File: src/rtl/tlbs_pkg.sv
// tlbs_pkg: shared types, constants and unit classification helpers
// for the text line break scanner. No dependencies.

package tlbs_pkg;

	localparam int LENGTH_BITS = 20;
	localparam logic [LENGTH_BITS-1:0] LEN_MAX = '1;

	localparam logic [7:0] CH_CR  = 8'h0d;
	localparam logic [7:0] CH_LF  = 8'h0a;
	localparam logic [7:0] CH_TAB = 8'h09;

	localparam logic RESULT_LINE    = 1'b0;
	localparam logic RESULT_SUMMARY = 1'b1;

	localparam int REC_DEPTH = 4;
	localparam int RES_DEPTH = 4;

	typedef enum logic [2:0] {
		REG_UNIT_SIZE   = 3'd0,
		REG_BIG_ENDIAN  = 3'd1,
		REG_SKIP_MASK   = 3'd2,
		REG_SKIP_VALUE  = 3'd3,
		REG_START_LINE  = 3'd4,
		REG_START_MAX   = 3'd5
	} cfg_reg_t;

	typedef enum logic [1:0] {
		EV_NONE,
		EV_COUNT,
		EV_TAB,
		EV_BREAK
	} ev_kind_t;

	typedef enum logic [1:0] {
		STEP_EV0,
		STEP_EV1,
		STEP_SUM
	} sub_step_t;

	typedef struct packed {
		logic [31:0] code_unit;
		logic        last_unit;
	} in_item_t;

	typedef struct packed {
		logic                   result_kind;
		logic [31:0]            line_start_offset;
		logic [LENGTH_BITS-1:0] line_length;
		logic [LENGTH_BITS-1:0] longest_line;
		logic                   last_result;
	} out_item_t;

	typedef struct packed {
		logic        we;
		logic [2:0]  idx;
		logic [31:0] data;
	} cfg_wr_t;

	typedef struct packed {
		logic [1:0]  unit_size;
		logic        big_endian;
		logic [31:0] skip_mask;
		logic [31:0] skip_value;
	} scan_cfg_t;

	typedef struct packed {
		ev_kind_t    kind;
		logic [31:0] offset;
	} unit_ev_t;

	// one record per accepted transaction: held unit event, flush event, summary
	typedef struct packed {
		unit_ev_t ev0;
		unit_ev_t ev1;
		logic     summary;
	} scan_rec_t;

	function automatic logic [1:0] size_shift(logic [1:0] us);
		logic [1:0] s;
		unique case (us)
			2'd0: s = 2'd0;
			2'd1: s = 2'd1;
			default: s = 2'd2;
		endcase
		return s;
	endfunction

	function automatic logic [31:0] unit_mask(logic [1:0] us);
		logic [31:0] m;
		unique case (size_shift(us))
			2'd0: m = 32'h0000_00ff;
			2'd1: m = 32'h0000_ffff;
			default: m = 32'hffff_ffff;
		endcase
		return m;
	endfunction

	function automatic logic [31:0] code_of(logic [7:0] c, scan_cfg_t cfg);
		logic [1:0]  s;
		logic [31:0] r;
		s = size_shift(cfg.unit_size);
		if (!cfg.big_endian || s == 2'd0) begin
			r = {24'b0, c};
		end else if (s == 2'd1) begin
			r = {16'b0, c, 8'b0};
		end else begin
			r = {c, 24'b0};
		end
		return r;
	endfunction

	// u is already cut to the unit width
	function automatic ev_kind_t classify(logic [31:0] u, scan_cfg_t cfg);
		logic [31:0] um;
		logic [31:0] m;
		logic [31:0] v;
		ev_kind_t    k;
		um = unit_mask(cfg.unit_size);
		m  = cfg.skip_mask & um;
		v  = cfg.skip_value & um;
		if (u == code_of(CH_CR, cfg) || u == code_of(CH_LF, cfg)) begin
			k = EV_BREAK;
		end else if (u == code_of(CH_TAB, cfg)) begin
			k = EV_TAB;
		end else if (m != 32'd0 && (u & m) == v) begin
			k = EV_NONE;
		end else begin
			k = EV_COUNT;
		end
		return k;
	endfunction

	function automatic logic is_pair(logic [31:0] a, logic [31:0] b, scan_cfg_t cfg);
		logic [31:0] cr;
		logic [31:0] lf;
		cr = code_of(CH_CR, cfg);
		lf = code_of(CH_LF, cfg);
		return (a == cr && b == lf) || (a == lf && b == cr);
	endfunction

endpackage

File: src/rtl/tlbs_front.sv
// tlbs_front: accepts code units, holds one unit of lookahead, classifies
// units and builds one event record per transaction. Uses tlbs_pkg.

module tlbs_front
	import tlbs_pkg::*;
(
	input  logic      clk,
	input  logic      arst_n,
	input  cfg_wr_t   cfg_wr,
	input  logic      accept,
	input  in_item_t  item,
	output scan_rec_t rec
);

	scan_cfg_t   cfg_q;
	logic [31:0] held_q;
	logic        held_valid_q;
	logic [31:0] pos_q;

	logic [31:0] um;
	logic [1:0]  sh;
	logic [31:0] u;
	logic [31:0] h;
	logic [31:0] off1;
	logic [31:0] off2;
	logic        pair;
	logic [31:0] held_n;
	logic        hv_n;
	logic [31:0] pos_n;

	always_comb begin
		um   = unit_mask(cfg_q.unit_size);
		sh   = size_shift(cfg_q.unit_size);
		u    = item.code_unit & um;
		h    = held_q & um;
		off1 = (pos_q + 32'd1) << sh;
		off2 = (pos_q + 32'd2) << sh;
		pair = is_pair(h, u, cfg_q);

		rec.ev0.kind   = EV_NONE;
		rec.ev0.offset = '0;
		rec.ev1.kind   = EV_NONE;
		rec.ev1.offset = '0;
		rec.summary    = item.last_unit;

		held_n = held_q;
		hv_n   = held_valid_q;
		pos_n  = pos_q;

		if (held_valid_q) begin
			if (pair) begin
				rec.ev0.kind   = EV_BREAK;
				rec.ev0.offset = off2;
				pos_n          = pos_q + 32'd2;
				hv_n           = 1'b0;
			end else begin
				rec.ev0.kind   = classify(h, cfg_q);
				rec.ev0.offset = off1;
				pos_n          = pos_q + 32'd1;
				held_n         = u;
				hv_n           = 1'b1;
			end
		end else begin
			held_n = u;
			hv_n   = 1'b1;
		end

		// end of buffer: flush the unit just taken, if still held
		if (item.last_unit) begin
			if (hv_n) begin
				rec.ev1.kind   = classify(u, cfg_q);
				rec.ev1.offset = held_valid_q ? off2 : off1;
			end
			pos_n  = '0;
			held_n = '0;
			hv_n   = 1'b0;
		end
	end

	always_ff @(posedge clk or negedge arst_n) begin
		if (!arst_n) begin
			cfg_q        <= '0;
			held_q       <= '0;
			held_valid_q <= 1'b0;
			pos_q        <= '0;
		end else begin
			if (cfg_wr.we) begin
				unique case (cfg_reg_t'(cfg_wr.idx))
					REG_UNIT_SIZE:  cfg_q.unit_size  <= cfg_wr.data[1:0];
					REG_BIG_ENDIAN: cfg_q.big_endian <= cfg_wr.data[0];
					REG_SKIP_MASK:  cfg_q.skip_mask  <= cfg_wr.data;
					REG_SKIP_VALUE: cfg_q.skip_value <= cfg_wr.data;
					default: ;
				endcase
			end
			if (accept) begin
				held_q       <= held_n;
				held_valid_q <= hv_n;
				pos_q        <= pos_n;
			end
		end
	end

endmodule

File: src/rtl/tlbs_rec_queue.sv
// tlbs_rec_queue: short record queue between front and back ends.
// Uses tlbs_pkg.

module tlbs_rec_queue
	import tlbs_pkg::*;
(
	input  logic      clk,
	input  logic      arst_n,
	input  logic      wr,
	input  scan_rec_t wdata,
	output logic      full,
	input  logic      rd,
	output scan_rec_t rdata,
	output logic      empty
);

	localparam int PW = $clog2(REC_DEPTH);

	scan_rec_t       mem_q [REC_DEPTH];
	logic [PW-1:0]   wptr_q;
	logic [PW-1:0]   rptr_q;
	logic [PW:0]     cnt_q;

	assign full  = (cnt_q == (PW+1)'(REC_DEPTH));
	assign empty = (cnt_q == '0);
	assign rdata = mem_q[rptr_q];

	always_ff @(posedge clk) begin
		if (wr) begin
			mem_q[wptr_q] <= wdata;
		end
	end

	always_ff @(posedge clk or negedge arst_n) begin
		if (!arst_n) begin
			wptr_q <= '0;
			rptr_q <= '0;
			cnt_q  <= '0;
		end else begin
			if (wr) begin
				wptr_q <= wptr_q + PW'(1);
			end
			if (rd) begin
				rptr_q <= rptr_q + PW'(1);
			end
			cnt_q <= cnt_q + (PW+1)'(wr) - (PW+1)'(rd);
		end
	end

endmodule

File: src/rtl/tlbs_back.sv
// tlbs_back: walks event records, keeps line length and longest line,
// and queues result transactions. Uses tlbs_pkg.

module tlbs_back
	import tlbs_pkg::*;
(
	input  logic      clk,
	input  logic      arst_n,
	input  cfg_wr_t   cfg_wr,
	input  scan_rec_t rec,
	input  logic      rec_valid,
	output logic      rec_pop,
	output out_item_t result,
	output logic      empty,
	input  logic      pop
);

	localparam int PW = $clog2(RES_DEPTH);

	sub_step_t              step_q;
	sub_step_t              step_n;
	logic [LENGTH_BITS-1:0] open_q;
	logic [LENGTH_BITS-1:0] longest_q;
	logic [LENGTH_BITS-1:0] open_n;
	logic [LENGTH_BITS-1:0] longest_n;

	out_item_t              res_mem_q [RES_DEPTH];
	logic [PW-1:0]          res_wptr_q;
	logic [PW-1:0]          res_rptr_q;
	logic [PW:0]            res_cnt_q;

	unit_ev_t               ev;
	logic                   emits;
	logic                   room;
	logic                   go;
	logic                   final_step;
	logic                   res_push;
	logic                   res_pop;
	out_item_t              res_new;
	logic [LENGTH_BITS:0]   tab_len;

	assign room    = (res_cnt_q != (PW+1)'(RES_DEPTH));
	assign empty   = (res_cnt_q == '0);
	assign result  = res_mem_q[res_rptr_q];
	assign res_pop = pop && !empty;

	// next multiple of four, one bit of headroom for saturation
	assign tab_len = {({1'b0, open_q[LENGTH_BITS-1:2]} + (LENGTH_BITS-1)'(1)), 2'b00};

	always_comb begin
		ev.kind   = EV_NONE;
		ev.offset = '0;
		emits     = 1'b0;
		unique case (step_q)
			STEP_EV0: begin
				ev    = rec.ev0;
				emits = (rec.ev0.kind == EV_BREAK);
			end
			STEP_EV1: begin
				ev    = rec.ev1;
				emits = (rec.ev1.kind == EV_BREAK);
			end
			default: emits = 1'b1;
		endcase

		go         = rec_valid && (!emits || room);
		final_step = !rec.summary || step_q == STEP_SUM;
		rec_pop    = go && final_step;

		step_n = step_q;
		if (go) begin
			if (final_step) begin
				step_n = STEP_EV0;
			end else if (step_q == STEP_EV0) begin
				step_n = STEP_EV1;
			end else begin
				step_n = STEP_SUM;
			end
		end

		open_n    = open_q;
		longest_n = longest_q;
		res_new.result_kind       = RESULT_LINE;
		res_new.line_start_offset = ev.offset;
		res_new.line_length       = '0;
		res_new.longest_line      = longest_q;
		res_new.last_result       = !rec.summary;

		if (step_q == STEP_SUM) begin
			res_new.result_kind       = RESULT_SUMMARY;
			res_new.line_start_offset = '0;
			res_new.line_length       = open_q;
			res_new.last_result       = 1'b1;
		end else begin
			unique case (ev.kind)
				EV_BREAK: begin
					if (open_q > longest_q) begin
						longest_n = open_q;
					end
					open_n = '0;
					res_new.longest_line = longest_n;
				end
				EV_TAB: open_n = tab_len[LENGTH_BITS] ? LEN_MAX : tab_len[LENGTH_BITS-1:0];
				EV_COUNT: begin
					if (open_q != LEN_MAX) begin
						open_n = open_q + LENGTH_BITS'(1);
					end
				end
				default: ;
			endcase
		end

		res_push = go && emits;
	end

	always_ff @(posedge clk or negedge arst_n) begin
		if (!arst_n) begin
			step_q <= STEP_EV0;
		end else begin
			step_q <= step_n;
		end
	end

	always_ff @(posedge clk or negedge arst_n) begin
		if (!arst_n) begin
			open_q    <= '0;
			longest_q <= '0;
		end else if (cfg_wr.we && cfg_reg_t'(cfg_wr.idx) == REG_START_LINE) begin
			open_q <= cfg_wr.data[LENGTH_BITS-1:0];
		end else if (cfg_wr.we && cfg_reg_t'(cfg_wr.idx) == REG_START_MAX) begin
			longest_q <= cfg_wr.data[LENGTH_BITS-1:0];
		end else if (go) begin
			open_q    <= open_n;
			longest_q <= longest_n;
		end
	end

	always_ff @(posedge clk) begin
		if (res_push) begin
			res_mem_q[res_wptr_q] <= res_new;
		end
	end

	always_ff @(posedge clk or negedge arst_n) begin
		if (!arst_n) begin
			res_wptr_q <= '0;
			res_rptr_q <= '0;
			res_cnt_q  <= '0;
		end else begin
			if (res_push) begin
				res_wptr_q <= res_wptr_q + PW'(1);
			end
			if (res_pop) begin
				res_rptr_q <= res_rptr_q + PW'(1);
			end
			res_cnt_q <= res_cnt_q + (PW+1)'(res_push) - (PW+1)'(res_pop);
		end
	end

endmodule

File: src/rtl/text_line_break_scanner.sv
// text_line_break_scanner: top level; front end, record queue, back end.
// Uses tlbs_pkg, tlbs_front, tlbs_rec_queue, tlbs_back.
//
//   channel   handshake            payload
//   item      push / full          in_item_t  {code_unit, last_unit}
//   result    empty / pop          out_item_t {result_kind .. last_result}
//   config    cfg_we               cfg_index (3b), cfg_data (32b)
//
// A unit without last_unit needs only the held-unit step; one per cycle unless stalled.
// A unit with last_unit takes the back-end steps held unit, flush and summary in turn.
// The back end emits at most one result per cycle into a 4-entry result queue.
// A result passes through the record queue and then the result queue to the ports.
// Reset clears all control state at once; no clearing pass.
// A full result queue stalls emitting back-end steps; a full record queue raises full.

module text_line_break_scanner
	import tlbs_pkg::*;
(
	input  logic        clk,
	input  logic        arst_n,
	input  logic        push,
	output logic        full,
	input  in_item_t    item,
	output logic        empty,
	input  logic        pop,
	output out_item_t   result,
	input  logic        cfg_we,
	input  logic [2:0]  cfg_index,
	input  logic [31:0] cfg_data
);

	cfg_wr_t   cfg_wr;
	scan_rec_t rec_in;
	scan_rec_t rec_out;
	logic      accept;
	logic      rec_empty;
	logic      rec_pop;

	assign cfg_wr.we   = cfg_we;
	assign cfg_wr.idx  = cfg_index;
	assign cfg_wr.data = cfg_data;
	assign accept      = push && !full;

	tlbs_front u_front (
		.clk    (clk),
		.arst_n (arst_n),
		.cfg_wr (cfg_wr),
		.accept (accept),
		.item   (item),
		.rec    (rec_in)
	);

	tlbs_rec_queue u_queue (
		.clk    (clk),
		.arst_n (arst_n),
		.wr     (accept),
		.wdata  (rec_in),
		.full   (full),
		.rd     (rec_pop),
		.rdata  (rec_out),
		.empty  (rec_empty)
	);

	tlbs_back u_back (
		.clk       (clk),
		.arst_n    (arst_n),
		.cfg_wr    (cfg_wr),
		.rec       (rec_out),
		.rec_valid (!rec_empty),
		.rec_pop   (rec_pop),
		.result    (result),
		.empty     (empty),
		.pop       (pop)
	);

endmodule

File: config.mk
export PLATFORM = sky130hd
export DESIGN_NAME = text_line_break_scanner
export DESIGN_NICKNAME = d
export VERILOG_FILES = /design/src/rtl/tlbs_pkg.sv /design/src/rtl/tlbs_front.sv /design/src/rtl/tlbs_rec_queue.sv /design/src/rtl/tlbs_back.sv /design/src/rtl/text_line_break_scanner.sv
export SDC_FILE = /design/constraint.sdc
export NUM_CORES = 1
export LEC_CHECK = 0
export ABC_AREA = 0
export BUFFER_PORTS_ARGS = -buffer_cell sky130_fd_sc_hd__buf_2
export CORE_ASPECT_RATIO = 0.6
export CORE_MARGIN = 2
export CORE_UTILIZATION = 28
export DETAILED_ROUTE_END_ITERATION = 7
export GPL_TIMING_DRIVEN = 0
export HOLD_SLACK_MARGIN = 0.08
export PLACE_DENSITY_LB_ADDON = 0.25
export SLEW_MARGIN = 0
export SYNTH_ARGS = -nofsm -noshare
export SYNTH_HDL_FRONTEND = slang
export SYNTH_SLANG_ARGS = --single-unit
File: constraint.sdc
create_clock -name clk -period 3.58 [get_ports clk]
set_clock_uncertainty 0.05 [all_clocks]
set_input_delay 0.537 -clock clk [delete_from_list [all_inputs] [get_ports clk]]
set_output_delay 0.537 -clock clk [all_outputs]
set_load 0.02 [all_outputs]
Word level (Yosys, flattened, before mapping)
Memories as Yosys holds them, arrays and structs flattened.
Index checks and enable logic that the tools add are counted.
- $add $sub $neg: 12
- order comparisons: 1
- equality and inequality tests: 37
- shifts and indexed selects: 2
- mux-type cells: 90
- bitwise logic cells: 9
- reduce and logical (&&, ||, !) cells: 51
- operator list (cell ; count):
    two-way mux 32 bit ; 33
    equality test 32 bit ; 12
    AND 32 bit ; 8
    two-way mux 28 bit ; 8
    two-way mux 20 bit ; 11
    one-hot mux 32 bit (2 select lines) ; 3
    two-way mux 34 bit ; 4
    one-hot mux 34 bit (2 select lines) ; 1
    nonzero test 32 bit ; 2
    left shift 32 x 2 -> 32 bit ; 2
    one-hot mux 20 bit (3 select lines) ; 1
    two-way mux 53 bit ; 1
    adder 32 x 1 -> 32 bit (second input constant) ; 1
    adder 32 x 2 -> 32 bit (second input constant) ; 1
    two-way mux 2 bit ; 16
    adder 20 x 1 -> 20 bit (second input constant) ; 1
    > comparator 20 bit ; 1
    inequality test 20 bit (second input constant) ; 1
    adder 18 x 1 -> 19 bit (second input constant) ; 1
    equality test 2 x 1 -> 1 bit (second input constant) ; 8
    logical NOT 2 bit ; 7
    AND reduction 2 bit ; 7
    logical AND 1 bit ; 11
    equality test 2 bit (second input constant) ; 5
    20 further kinds ; 56
- flip-flop bits (word level): 188
- bits in writable memories: 572
- input port bits: 73
- logic and storage cells: 220
- memories kept: 2
- memory list (name ; depth ; width ; rd ports ; clocked after Yosys merged registers in ; wr ports ; line ; RTL):
    u_back.res_mem_q ; 4 ; 74 ; 1 ; 0 ; 1 ; tlbs_back.sv:27 ; out_item_t res_mem_q [RES_DEPTH];
    u_queue.mem_q ; 4 ; 69 ; 1 ; 0 ; 1 ; tlbs_rec_queue.sv:19 ; scan_rec_t mem_q [REC_DEPTH];

Logic depth before layout (Yosys ltp)
- word-level depth: 33
- depth in mapped cells: 15
- gate-level depth less buffers: 13

Modules after synthesis
A second synthesis with hierarchy kept.
- cell total of the unflattened synthesis: 2602
- area, all modules: 36271.0 um^2
- by module, submodules not included (module ; instances ; cells each ; area each (um^2) ; seq. area each (um^2)):
    tlbs_back ; 1 ; 921 ; 15145.8 ; 10114.7
    tlbs_front ; 1 ; 1284 ; 10685.2 ; 3303.2
    tlbs_rec_queue ; 1 ; 395 ; 10422.5 ; 8463.1
    text_line_break_scanner ; 1 ; 2 ; 17.5 ; 0.0

Worst setup path before layout
Ideal clock, no wire load.
- path kind: register to register
- start point: register u_queue.rptr_q[0]
- end point: memory u_back.res_mem_q[0][0] in the netlist's numbering (enable)
- data arrival time: 3.433 ns
- path slack: -0.344 ns
- stages on the path, launching flop included: 7
- path buffers: 1
- period minus slack after synthesis: 3.924 ns
- cell sequence: dfrtp_1 > buf_2 > mux4_2 > nand3_1 > o211ai_1 > a31oi_2 > and3_1
- word-level cells in the longest chain between the ends: 9
- ends and longest elaborated chain (element ; line ; RTL):
    start, declared ; tlbs_rec_queue.sv:21 ; logic [PW-1:0] rptr_q;
    start signal, assigned ; tlbs_rec_queue.sv:44 ; rptr_q <= rptr_q + PW'(1);
    memory (4 x 69 bit) (*) ; n/a ;
    equality test 2 bit, on equally long branches ; tlbs_back.sv:61, tlbs_back.sv:57 ;
    one-hot mux 1 bit (2 select lines) (*) ; tlbs_back.sv:54 ; unique case (step_q)
    logical NOT 1 bit ; tlbs_back.sv:66 ; go = rec_valid && (!emits || room);
    logical OR 1 bit ; tlbs_back.sv:66 ;
    logical AND 1 bit ; tlbs_back.sv:66 ;
    logical AND 1 bit (*) ; tlbs_back.sv:113 ; res_push = go && emits;
    two-way mux 1 bit (*) ; tlbs_back.sv:139 ; if (res_push) begin
    two-way mux 1 bit (not written as such) (*) ; tlbs_back.sv:140 ; res_mem_q[res_wptr_q] <= res_new;
    end, declared ; tlbs_back.sv:27 ;
Mark *: on every way between the ends. The rest lies on a longest branch, timed or not.

==> impl_summary.txt <==
----------------------------------------------------
[Outcome]
  Result of the run ... finished, violations left
  Violated checks ... setup timing

[Place]
  Final GP Congestion ... 0.942
  Placed cell count ... 4541
  Port Buffers ... 147
  Half-perimeter wire length after detailed placement ... 83800 um

[Yosys]
  Synthesized netlist net count ... 2783
  Mapped Avg Cell Area ... 13.6 um^2
  Synth async-reset ratio ... 24.7%
  Most used DFF post-synth ... sky130_fd_sc_hd__edfxtp_1
  #FFs+latches synth ... 760
  Post-synth EDFFs ... 572
  Count of distinct cell types in the synthesized netlist ... 88
  Synthesis Warnings ... 0
  Part of the Yosys area used for sequential elements ... 60.4%
  Instance count of the mapped netlist ... 2669
  Post-Syn Area ... 36200 um^2

[STA]
  Share of the cycle needed by the critical path after routing ... 100%
  Worst slew pin tran ... 1.16 ns
  Rel. slew slack ... 22.8%
  Worst Slack Setup Final ... -0.00720 ns
  TNS Setup ... -0.0267 ns
  Total setup violations reported at the end of the flow ... 4
  Upper clock frequency limit ... 279 MHz
  Hold violation total from the final report ... 0
  Fin Hold WS ... 0.129 ns
  Max-slew violation count ... 0
  Clock period minus worst slack ... 3.59 ns

[Pwr]
  Tot Pwr ... 36.0 mW
  Switching power summed over all nets ... 13.6 mW
  IR drop worst, VDD ... 0.404 mV
  Reg power frac ... 38.0%
  Power per Cell Area ... 833 nW/um^2
  Internal power summed over all cells ... 22.4 mW
  Fraction of power consumed by the clock network ... 23.0%
  Proportion of total power due to net switching ... 37.7%
  Static leakage power ... 15.0 nW
  Combinational group share of total power ... 39.0%

[Route]
  Drt drc ... 0
  Detailed-routing iteration count for the pre-antenna-repair pass ... 5
  Routed Antenna Nets ... 0
  Average wire per cell in the routed design ... 24.4 um
  Number of DRC violations after detailed-routing iteration 0 ... 3062
  Mean number of vias per cell ... 5.19
  Vias post-DR ... 24500
  Total routed wirelength ... 115000 um

[Floorplan]
  Die Span X ... 468 um
  Effective utilization at floorplan ... 28.2%
  Die outline height ... 283 um
  Core Area ... 129000 um^2
  Row count ... 102
  Ports ... 149
  Die footprint ... 132000 um^2

[Worst setup path]
  Critical path arrival ... 4.00 ns
  Cells along the critical path ... ha_2 -> inv_1 -> nor3_4 -> nand3_1 -> nor2_1 -> xnor2_1 -> a221oi_2 -> mux2i_1 -> nor2_2
  Maximum fanout count along the critical path ... 7
  Required time of the worst setup path ... 3.99 ns
  Worst-path cell with the longest stage delay ... sky130_fd_sc_hd__dfrtp_1
  Kind of start point of the critical path ... flip-flop
  Crit-path max cell delay ... 0.61 ns
  Worst setup path class ... flip-flop to flip-flop
  Critical Path Sink Type ... flip-flop

[Global route]
  Total Routing Usage GR ... 17.4%
  Antenna violations before repair ... 7
  Number of global-route vias before repair ... 23400
  Overflow left after global routing ... 0
  Pin count of the biggest net entering global routing ... 97
  First-pass GRT wire length ... 168000 um

[Run]
  Max-cap violations ... 0

[Finish]
  Final instance count without filler cells ... 4727
  Leading cell types in the layout, fill and taps excluded ... sky130_fd_sc_hd__edfxtp_1 (572), sky130_fd_sc_hd__nand2_1 (227), sky130_fd_sc_hd__dfrtp_1 (184)
  Area added between synthesis and finish ... 19.4%
  Fraction of layout instances using a drive strength above 1 ... 23.9%
  Final #Nets ... 3060
  Leading cell type in the layout, fill and taps excluded ... sky130_fd_sc_hd__edfxtp_1
  Fill count ... 12700

[Clock network]
  Skew-Pair Late Insertion Delay ... 0.69 ns
  Clock-pin slew of the registers on the worst-case setup and hold paths ... 0.07 ns
  Depth of the CTS H-tree ... 3
  Clock tree buffer depth ... 3
  Clk sinks ... 760
  Clock Tree Root ... sky130_fd_sc_hd__clkbuf_16
  CTS tree ... built
  TritonCTS Buffers ... 74

[Hold path]
  Worst min path class ... input port to flip-flop

----------------------------------------------------
[layout make-up]
cell class	count	area (um^2)	area share, %
clock buffer	97	2010	4.65
multi-input combinational	1675	14100	32.7
antenna	5	12.5	0.0289
timing repair buffer	209	1490	3.44
clock inverter	39	518	1.20
inverter	55	206	0.477
sequential	760	21900	50.6
tap	1716	2150	4.96
buffer	171	860	1.99
[power by group through the flow]
stage / clock [mW] / combinational (mW) / sequential [mW]
after floorplan: 0 / 8.98 / 13.5
after global placement: 0 / 13.4 / 14.0
after detailed placement: 0 / 13.6 / 13.8
after CTS: 8.49 / 14.0 / 13.7
after global routing: 8.83 / 15.3 / 13.9
final: 8.27 / 14.1 / 13.7
[path summary, 6_finish.rpt]
| path | slack, ns | start | end | cells past startpoint |
|---|---|---|---|---|
| max | -0.007 | u_front.pos_q[0] | u_queue.mem_q[0][31] | 9 |
| min | 0.13 | item[26] | u_front.held_q[25] | 2 |
| max reg2reg | -0.007 | u_front.pos_q[0] | u_queue.mem_q[0][31] | 9 |
| min reg2reg | 0.45 | u_queue.cnt_q[2] | u_queue.cnt_q[2] | 1 |
| max in group asynchronous | 1.95 | arst_n | u_back.open_q[2] | 3 |
| min in group asynchronous | 0.40 | arst_n | u_front.pos_q[25] | 2 |
[stage by stage]
step | util, % | setup slack (ns) | cell area [um^2]
2_1_floorplan | - | 0.438 | 36200
3_3_place_gp | 30.4 | -1.78 | 39100
3_5_place_dp | 30.6 | -1.31 | 39400
4_1_cts | 33.3 | 0.00297 | 42800
5_1_grt | 33.6 | -0.0157 | 43300
6_report | 33.6 | -0.00720 | 43300
[Yosys cell counts, drive strengths merged (52+ instances only)]
master / number / area (um^2)
edfxtp: 572 / 17200
nand2: 229 / 862
dfrtp: 188 / 4700
nor2: 187 / 702
mux4: 143 / 3220
clkbuf: 122 / 458
o21ai: 103 / 527
a21oi: 102 / 514
mux2: 100 / 1130
xnor2: 88 / 771
mux2i: 72 / 721
a211oi: 64 / 480
buf: 57 / 303
inv: 52 / 195
[layer usage]
metal	GRT usage [%]	up-vias	wire length, um
met5	0.253	-	70
met4	2.92	6	1410
met3	5.72	114	11500
met2	21.4	1028	42800
met1	28.6	12600	59300
li1	-	10700	-
[registers in the layout (all words and copies together), names as in the netlist]
name and cells:
u_back.step_q 2, u_back.res_mem_q 296, u_queue.wptr_q 2, u_front.cfg_q 67, u_back.res_rptr_q 2, u_back.longest_q 20, u_queue.cnt_q 3, u_back.open_q 20
u_front.pos_q 32, u_front.held_q 32, u_queue.mem_q 276, u_back.res_cnt_q 3, u_queue.rptr_q 2, u_back.res_wptr_q 2, u_front.held_valid_q 1
[worst max-delay path, delay by kind of cell (launching register included)]
kind                       cells  cell delay [ns]
adders and majority gates      1             0.39
muxes                          1             0.17
buffers and inverters          1             0.13
DFF                            1             0.61
AOI/OAI and AO/OA              1             0.58
and+or+nand+nor                4             1.21
xor gates and xnor gates       1             0.20
[timing repair]
item                       in CTS  in global routing
setup buffers                  11                  6
pin swaps                      11                  9
setup endpoints to repair     467                538
gates cloned                    0                  0
gates resized for setup       128                104
hold buffers                   35                  1
hold endpoints to repair      141                  2
[kinds of logic (layout without fill, tap and decap cells)]
family / Yosys count / in the layout / share of synthesized area, %
XOR/XNOR: 138 / 138 / 3.34
multiplexers: 315 / 315 / 14.0
flip-flops: 760 / 760 / 60.4
AO/OA/AOI/OAI: 465 / 465 / 8.63
AND/OR/NAND/NOR: 716 / 716 / 9.51
buffers and inverters: 234 / 571 / 2.67
adder cells (fa/ha/maj): 41 / 41 / 1.46
other: 0 / 5 / 0
(Power assumes the default switching activity.)
